**config.mk**
```make
export PLATFORM = sky130hd
export DESIGN_NAME = pixel_color_blender_top
export DESIGN_NICKNAME = d
export VERILOG_FILES = /design/src/pcb_pkg.sv /design/src/pcb_weight.sv /design/src/pcb_divide.sv /design/src/pixel_color_blender_top.sv
export SDC_FILE = /design/constraint.sdc
export NUM_CORES = 2
export LEC_CHECK = 0
export BUFFER_PORTS_ARGS = -buffer_cell sky130_fd_sc_hd__buf_2
export CORE_MARGIN = 2
export CORE_UTILIZATION = 40
export CTS_BUF_LIST = sky130_fd_sc_hd__clkbuf_4 sky130_fd_sc_hd__clkbuf_8 sky130_fd_sc_hd__clkbuf_16
export CTS_CLUSTER_SIZE = 25
export DETAILED_ROUTE_END_ITERATION = 8
export GPL_TIMING_DRIVEN = 0
export MAX_ROUTING_LAYER = met4
export REMOVE_ABC_BUFFERS = 1
export SKIP_LAST_GASP = 1
export SLEW_MARGIN = 5
export SYNTH_ARGS = -nofsm -noshare
export SYNTH_HDL_FRONTEND = slang
export SYNTH_HIERARCHICAL = 1
export SYNTH_SLANG_ARGS = --single-unit
```
**constraint.sdc**
```tcl
create_clock -name clock -period 16.6 [get_ports clock]
set_input_delay 3.32 -clock clock [delete_from_list [all_inputs] [get_ports clock]]
set_output_delay 3.32 -clock clock [all_outputs]
set_load 0.02 [all_outputs]
```
**src/pcb_pkg.sv**
```systemverilog
// Package: shared types, mux codes and constants for the pixel color blender.
package pcb_pkg;

   localparam int unsigned ChanW = 8;
   localparam int unsigned ColorW = 32;
   localparam int unsigned NumW = 17;
   localparam int unsigned DenW = 9;
   localparam int unsigned QuotW = 9;
   localparam int unsigned DivBitsPerStage = 3;
   localparam int unsigned DivStages = (QuotW + DivBitsPerStage - 1) / DivBitsPerStage;
   localparam logic [ChanW-1:0] FullScale = 8'd255;

   typedef enum logic [1:0] {
      CSEL_COMBINED = 2'd0,
      CSEL_MEMORY   = 2'd1,
      CSEL_BLEND    = 2'd2,
      CSEL_FOG      = 2'd3
   } color_sel_type;

   typedef enum logic [1:0] {
      ASEL_COMBINED = 2'd0,
      ASEL_FOG      = 2'd1,
      ASEL_SHADE    = 2'd2,
      ASEL_ZERO     = 2'd3
   } alpha_sel_type;

   typedef enum logic [1:0] {
      BSEL_INV_A  = 2'd0,
      BSEL_MEMORY = 2'd1,
      BSEL_FULL   = 2'd2,
      BSEL_ZERO   = 2'd3
   } beta_sel_type;

   typedef enum logic [1:0] {
      CSR_SELECT_PASS0 = 2'd0,
      CSR_SELECT_PASS1 = 2'd1,
      CSR_BLEND_COLOR  = 2'd2,
      CSR_FOG_COLOR    = 2'd3
   } csr_index_type;

   // one lane of the divider pipeline
   typedef struct packed {
      logic [NumW-1:0]  rem;
      logic [QuotW-1:0] quot;
   } div_lane_type;

   function automatic logic [ChanW-1:0] chan_of(input logic [ColorW-1:0] c,
                                                input logic [1:0] k);
      logic [ColorW-1:0] s;
      s = c >> (ColorW - ChanW - ChanW * 32'(k));
      return s[ChanW-1:0];
   endfunction

endpackage

```
**src/pcb_weight.sv**
```systemverilog
// Weight stage: mux selection and per-channel products A*P + B*M, registered.
module pcb_weight
   import pcb_pkg::*;
(
   input  logic                    clock,
   input  logic                    reset,
   input  logic                    in_valid,
   input  logic                    pass_index,
   input  logic [ColorW-1:0]       combined_color,
   input  logic [ColorW-1:0]       memory_color,
   input  logic [ChanW-1:0]        shade_alpha,
   input  logic [ChanW-1:0]        select_pass0,
   input  logic [ChanW-1:0]        select_pass1,
   input  logic [ColorW-1:0]       blend_color,
   input  logic [ColorW-1:0]       fog_color,
   output logic                    out_valid,
   output logic [3:0][NumW-1:0]    out_num,
   output logic [DenW-1:0]         out_den
);

   logic [ChanW-1:0]     sel;
   logic [ColorW-1:0]    p_color;
   logic [ColorW-1:0]    m_color;
   logic [ChanW-1:0]     a_w;
   logic [ChanW-1:0]     b_w;
   logic                 valid_ff;
   logic [3:0][NumW-1:0] num_ff, num_in;
   logic [DenW-1:0]      den_ff, den_in;

   function automatic logic [ColorW-1:0] pick(input logic [1:0] code,
                                              input logic [ColorW-1:0] comb,
                                              input logic [ColorW-1:0] mem,
                                              input logic [ColorW-1:0] blend,
                                              input logic [ColorW-1:0] fog);
      logic [ColorW-1:0] r;
      case (color_sel_type'(code))
         CSEL_COMBINED: r = comb;
         CSEL_MEMORY:   r = mem;
         CSEL_BLEND:    r = blend;
         CSEL_FOG:      r = fog;
         default:       r = fog;
      endcase
      return r;
   endfunction

   always_comb begin
      sel = pass_index ? select_pass1 : select_pass0;
      p_color = pick(sel[1:0], combined_color, memory_color, blend_color, fog_color);
      m_color = pick(sel[5:4], combined_color, memory_color, blend_color, fog_color);
      case (alpha_sel_type'(sel[3:2]))
         ASEL_COMBINED: a_w = combined_color[ChanW-1:0];
         ASEL_FOG:      a_w = fog_color[ChanW-1:0];
         ASEL_SHADE:    a_w = shade_alpha;
         ASEL_ZERO:     a_w = '0;
         default:       a_w = '0;
      endcase
      case (beta_sel_type'(sel[7:6]))
         BSEL_INV_A:  b_w = FullScale - a_w;
         BSEL_MEMORY: b_w = memory_color[ChanW-1:0];
         BSEL_FULL:   b_w = FullScale;
         BSEL_ZERO:   b_w = '0;
         default:     b_w = '0;
      endcase
      den_in = {1'b0, a_w} + {1'b0, b_w};
      for (int k = 0; k < 4; k++) begin
         num_in[k] = NumW'(a_w) * NumW'(chan_of(p_color, 2'(k)))
                   + NumW'(b_w) * NumW'(chan_of(m_color, 2'(k)));
      end
   end

   always_ff @(posedge clock) begin
      if (reset) begin
         valid_ff <= 1'b0;
      end else begin
         valid_ff <= in_valid;
      end
      num_ff <= num_in;
      den_ff <= den_in;
   end

   assign out_valid = valid_ff;
   assign out_num   = num_ff;
   assign out_den   = den_ff;

endmodule

```
**src/pcb_divide.sv**
```systemverilog
// Divider: pipelined restoring division of four numerators by a shared denominator.
module pcb_divide
   import pcb_pkg::*;
#(
   parameter int unsigned BitsPerStage = DivBitsPerStage
)
(
   input  logic                    clock,
   input  logic                    reset,
   input  logic                    in_valid,
   input  logic [3:0][NumW-1:0]    in_num,
   input  logic [DenW-1:0]         in_den,
   output logic                    out_valid,
   output logic [3:0][ChanW-1:0]   out_quot
);

   localparam int unsigned Stages = (QuotW + BitsPerStage - 1) / BitsPerStage;

   logic [Stages:1]                  valid_ff;
   logic [Stages:1][DenW-1:0]        den_ff;
   logic [Stages:1][3:0][NumW-1:0]   rem_ff;
   logic [Stages:1][3:0][QuotW-1:0]  quot_ff;
   logic                             oval_ff;
   logic [3:0][ChanW-1:0]            oq_ff, oq_in;

   for (genvar s = 0; s < Stages; s++) begin : g_stage
      logic                  valid_cur;
      logic [DenW-1:0]       den_cur;
      logic [3:0][NumW-1:0]  rem_cur;
      logic [3:0][QuotW-1:0] quot_cur;
      logic [3:0][NumW-1:0]  rem_in;
      logic [3:0][QuotW-1:0] quot_in;

      // first stage takes the input without a register
      if (s == 0) begin : g_first
         assign valid_cur = in_valid;
         assign den_cur   = in_den;
         assign rem_cur   = in_num;
         assign quot_cur  = '0;
      end else begin : g_next
         assign valid_cur = valid_ff[s];
         assign den_cur   = den_ff[s];
         assign rem_cur   = rem_ff[s];
         assign quot_cur  = quot_ff[s];
      end

      always_comb begin
         logic [NumW+QuotW-1:0] trial;
         logic [NumW+QuotW-1:0] dsh;
         int                    bitpos;
         rem_in  = rem_cur;
         quot_in = quot_cur;
         for (int k = 0; k < 4; k++) begin
            for (int j = 0; j < BitsPerStage; j++) begin
               bitpos = QuotW - 1 - s * BitsPerStage - j;
               if (bitpos >= 0) begin
                  dsh   = (NumW+QuotW)'(den_cur) << bitpos;
                  trial = (NumW+QuotW)'(rem_in[k]);
                  if (trial >= dsh) begin
                     trial = trial - dsh;
                     quot_in[k][bitpos] = 1'b1;
                  end
                  rem_in[k] = trial[NumW-1:0];
               end
            end
         end
      end

      always_ff @(posedge clock) begin
         if (reset) begin
            valid_ff[s+1] <= 1'b0;
         end else begin
            valid_ff[s+1] <= valid_cur;
         end
         den_ff[s+1]  <= den_cur;
         rem_ff[s+1]  <= rem_in;
         quot_ff[s+1] <= quot_in;
      end
   end

   always_comb begin
      for (int k = 0; k < 4; k++) begin
         oq_in[k] = (den_ff[Stages] == '0) ? '0 : quot_ff[Stages][k][ChanW-1:0];
      end
   end

   always_ff @(posedge clock) begin
      if (reset) begin
         oval_ff <= 1'b0;
      end else begin
         oval_ff <= valid_ff[Stages];
      end
      oq_ff <= oq_in;
   end

   assign out_valid = oval_ff;
   assign out_quot  = oq_ff;

endmodule

```
**src/pixel_color_blender_top.sv**
```systemverilog
// Top level: pixel color blender with registers, weight stage and divider.
//
// Requests enter on req_* : a request is taken at a clock edge with start high
// and busy low. busy is always low, so one pixel can enter every cycle.
// Each pixel picks mux settings by pass index, forms weights A and B and
// colors P and M, and produces (A*P + B*M)/(A+B) per channel; 0 when A+B is 0.
// Results leave on rsp_* with rsp_valid high for exactly one cycle.
// From accept to rsp_valid a pixel passes one weight stage, three
// divider stages of three quotient bits each, and one output register.
// Throughput: one pixel per clock, set by the fully pipelined divider.
// Registers are written on csr_* at any edge with csr_write high, index as
// listed: select_pass0, select_pass1, blend_color, fog_color.
// Synchronous reset clears all valid bits and the registers to 0; requests
// in flight are dropped. The receiver cannot stall; results are never held.
module pixel_color_blender_top
   import pcb_pkg::*;
#(
   parameter int unsigned BitsPerStage = DivBitsPerStage
)
(
   input  logic              clock,
   input  logic              reset,
   input  logic              start,
   output logic              busy,
   input  logic              req_pass_index,
   input  logic [ColorW-1:0] req_combined_color,
   input  logic [ColorW-1:0] req_memory_color,
   input  logic [ChanW-1:0]  req_shade_alpha,
   output logic              rsp_valid,
   output logic [ChanW-1:0]  rsp_out_red,
   output logic [ChanW-1:0]  rsp_out_green,
   output logic [ChanW-1:0]  rsp_out_blue,
   output logic [ChanW-1:0]  rsp_out_alpha,
   input  logic              csr_write,
   input  logic [1:0]        csr_index,
   input  logic [ColorW-1:0] csr_data
);

   logic [ChanW-1:0]      sel0_ff, sel1_ff;
   logic [ColorW-1:0]     blend_ff, fog_ff;
   logic                  w_valid;
   logic [3:0][NumW-1:0]  w_num;
   logic [DenW-1:0]       w_den;
   logic [3:0][ChanW-1:0] quot;

   assign busy = 1'b0;

   always_ff @(posedge clock) begin
      if (reset) begin
         sel0_ff  <= '0;
         sel1_ff  <= '0;
         blend_ff <= '0;
         fog_ff   <= '0;
      end else if (csr_write) begin
         case (csr_index_type'(csr_index))
            CSR_SELECT_PASS0: sel0_ff  <= csr_data[ChanW-1:0];
            CSR_SELECT_PASS1: sel1_ff  <= csr_data[ChanW-1:0];
            CSR_BLEND_COLOR:  blend_ff <= csr_data;
            CSR_FOG_COLOR:    fog_ff   <= csr_data;
            default: ;
         endcase
      end
   end

   pcb_weight u_weight (
      .clock          (clock),
      .reset          (reset),
      .in_valid       (start & ~busy),
      .pass_index     (req_pass_index),
      .combined_color (req_combined_color),
      .memory_color   (req_memory_color),
      .shade_alpha    (req_shade_alpha),
      .select_pass0   (sel0_ff),
      .select_pass1   (sel1_ff),
      .blend_color    (blend_ff),
      .fog_color      (fog_ff),
      .out_valid      (w_valid),
      .out_num        (w_num),
      .out_den        (w_den)
   );

   pcb_divide #(.BitsPerStage(BitsPerStage)) u_divide (
      .clock     (clock),
      .reset     (reset),
      .in_valid  (w_valid),
      .in_num    (w_num),
      .in_den    (w_den),
      .out_valid (rsp_valid),
      .out_quot  (quot)
   );

   assign rsp_out_red   = quot[0];
   assign rsp_out_green = quot[1];
   assign rsp_out_blue  = quot[2];
   assign rsp_out_alpha = quot[3];

endmodule

```
==> metrics.yaml <==
status: "complete, no violations"
synthCells: 5923
fin_crit_sh: 0.699
cp_data_required_time_ps: 17140
drt-total-wl_um: 132000
async_flop_share: 0
dpl.hpwl_um: 104000
ys_seq_area_frac: 0.171
hold_path_class: "register to register"
cts_num_sinks: 417
diodes: 0
worstSetupPathType: "primary input to register"
grt_max_degree: 118
finalSetupViolCount: 0
finalHoldViolations: 0
drive_above_1_share: 0.0791
postCtsSetupBuffers: 0
final_common_cell: "inv_1"
max_slew_margin: 0.0906
area_growth_pct: 9.18
pin_count: 145
slowest_stage: "a21o_1"
rr_startpoint: "u_divide/g_stage[1].den_cur[1]$_DFF_P_"
drt_iter0_drc: 2486
yosysUniqueCellTypes: 111
cts_resized: 0
grt_pass1_vias: 39300
fin_ws_ps: 4990
firstDrtPassIters: 6
via_per_inst: 5.25
final_cell_mix: "inv_1 (744), nand2_1 (678), ha_1 (592), nor2_1 (590), fa_1 (421)"
fmax_ghz: 0.0862
htree_levels: 2
place_area_um2: 51600
initial_core_util: 0.403
vias: 40200
synth_area_per_cell_um2: 8.26
rsz0062_at_grt: "false"
max_cap_violations: 0
final_util: 0.440
antenna_left: 0
hp-start: "u_divide/g_stage[2].quot_cur[21]$_DFF_P_"
synth-edff-count: 0
ys_warn_count: 6
cts_root_buf: "clkbuf_16"
path_max_fanout: 24
finalCriticalPeriod_ps: 11610
clk_path_buf_depth: 3
clk_pin_slew_ps: 60
synth_seq_cells: 417
ys.flop_type: "dfxtp_1"
cp-end-kind: "register"
grt_usage: 0.215
pre_cts_slack_ps: 4470
numCtsBuffers: 52
postCtsHoldBufs: 0
worstSkewPairLatency_ps: 650
fin_area_um2: 53400
placeableCoreArea_um2: 122000
place.gp.congestion: 0.899
tritoncts: "yes"
crit_start: "req_pass_index"
cp_slowest_stage_delay_ps: 1070
nets: 7115
drc: 0
antenna_found_initial: 0
syn_area_um2: 48900
grt_overflow_total: 0
core.rowCount: 128
wire_per_inst_um: 17.3
die_area_um2: 125000
max_slew.worst_pin.slew_ps: 1360
die_w_um: 354
chipHeight_um: 354
finalClockSkew_ps: 21.3
worstSetupStartpointType: "primary input"
cp.arrival_ps: 12150
cp_common_cell: "fa_1"
grt_pass1_wl_um: 211000
drv_slew: 0
io_buffers: 143
[logic make-up after synthesis]
group,count (synthesis),share of synthesized area
fa+ha+maj,1013,0.324
buf+inv,915,0.0736
xor+xnor,260,0.0465
simple gates,2014,0.193
flops,417,0.171
mux,230,0.0504
other cells,1,0.0000766
compound gates,1073,0.142
[worst max-delay path, delay by kind of cell]
family | cells | cell delay, ps
buffers and inverters | 7 | 1940
xor gates and xnor gates | 1 | 80
adders and majority gates | 7 | 3310
AOI/OAI and AO/OA | 6 | 2260
muxes | 1 | 500
and+or+nand+nor | 4 | 670
[per-stage QoR]
| stage | std cells | hold slack (ps) | setup TNS (ps) |
|---|---|---|---|
| after floorplan | 5760 | 310 | 0 |
| after global placement | 7528 | 311 | -15480 |
| after detailed placement | 7562 | 312 | 0 |
| after CTS | 7657 | 322 | 0 |
| after global routing | 7657 | 328 | 0 |
| final | 7657 | 320 | 0 |
[Yosys cell counts, drive strengths merged, types with 23 or more instances]
library cell / number / share of area
xnor2: 179 / 0.032
nor2: 590 / 0.045
nor4: 27 / 0.0045
mux2: 106 / 0.024
ha: 592 / 0.15
nand2: 679 / 0.052
or2: 34 / 0.0043
o31ai: 23 / 0.0035
a21oi: 285 / 0.029
clkbuf: 71 / 0.0054
nand4: 50 / 0.0066
o21ai: 288 / 0.030
a31oi: 28 / 0.0037
nand2b: 191 / 0.025
inv: 750 / 0.058
fa: 421 / 0.17
or3: 23 / 0.0030
and2: 47 / 0.0060
nor2b: 86 / 0.011
nor3: 79 / 0.0085
buf: 92 / 0.010
mux2i: 123 / 0.026
a21boi: 27 / 0.0041
dfxtp: 417 / 0.17
a21o: 143 / 0.022
xor2: 81 / 0.014
nand3: 120 / 0.012
o21a: 84 / 0.013
[flip-flops by register name, indices dropped and copies added, names as in the netlist]
register and cells:
u_divide/g_stage.valid_cur 2, blend_ff 32, sel1_ff 8, u_divide/out_valid 1
u_divide/quot_ff 32, u_divide/valid_ff 1, u_weight/out_den 9, u_weight/out_num 68
u_divide/den_ff 9, sel0_ff 8, u_divide/g_stage.rem_cur 136, u_divide/g_stage.den_cur 18
u_divide/out_quot 32, u_weight/out_valid 1, fog_ff 32, u_divide/g_stage.quot_cur 28
[area by class of cell]
cell class | count | area, um^2
inverters | 752 | 2820
multi-input cells | 4591 | 37100
fillers | 12100 | 68100
clock inverters | 25 | 362
repair buffers | 177 | 1240
well taps | 1625 | 2030
clock buffers | 70 | 1490
flip-flops and latches | 417 | 8350
[path summary, 6_finish.rpt]
path / endpoint / slack, ps / cells past startpoint
max: u_weight/out_num[50]$_DFF_P_ / 4990 / 26
min reg2reg: u_divide/quot_ff[93]$_DFF_P_ / 320 / 0
max reg2reg: u_divide/g_stage[2].rem_cur[38]$_DFF_P_ / 6370 / 29
min: u_divide/quot_ff[93]$_DFF_P_ / 320 / 0
[routing by layer]
layer / routed length (um) / global-route usage
met1: 61100 / 0.286
met2: 58500 / 0.337
met3: 7880 / 0.0271
met4: 4760 / 0.0732
met5: 0 / -
Power is left out: the tool's default activity adds up to more than one toggle a clock period on the data nets, which glitch-free logic cannot reach.
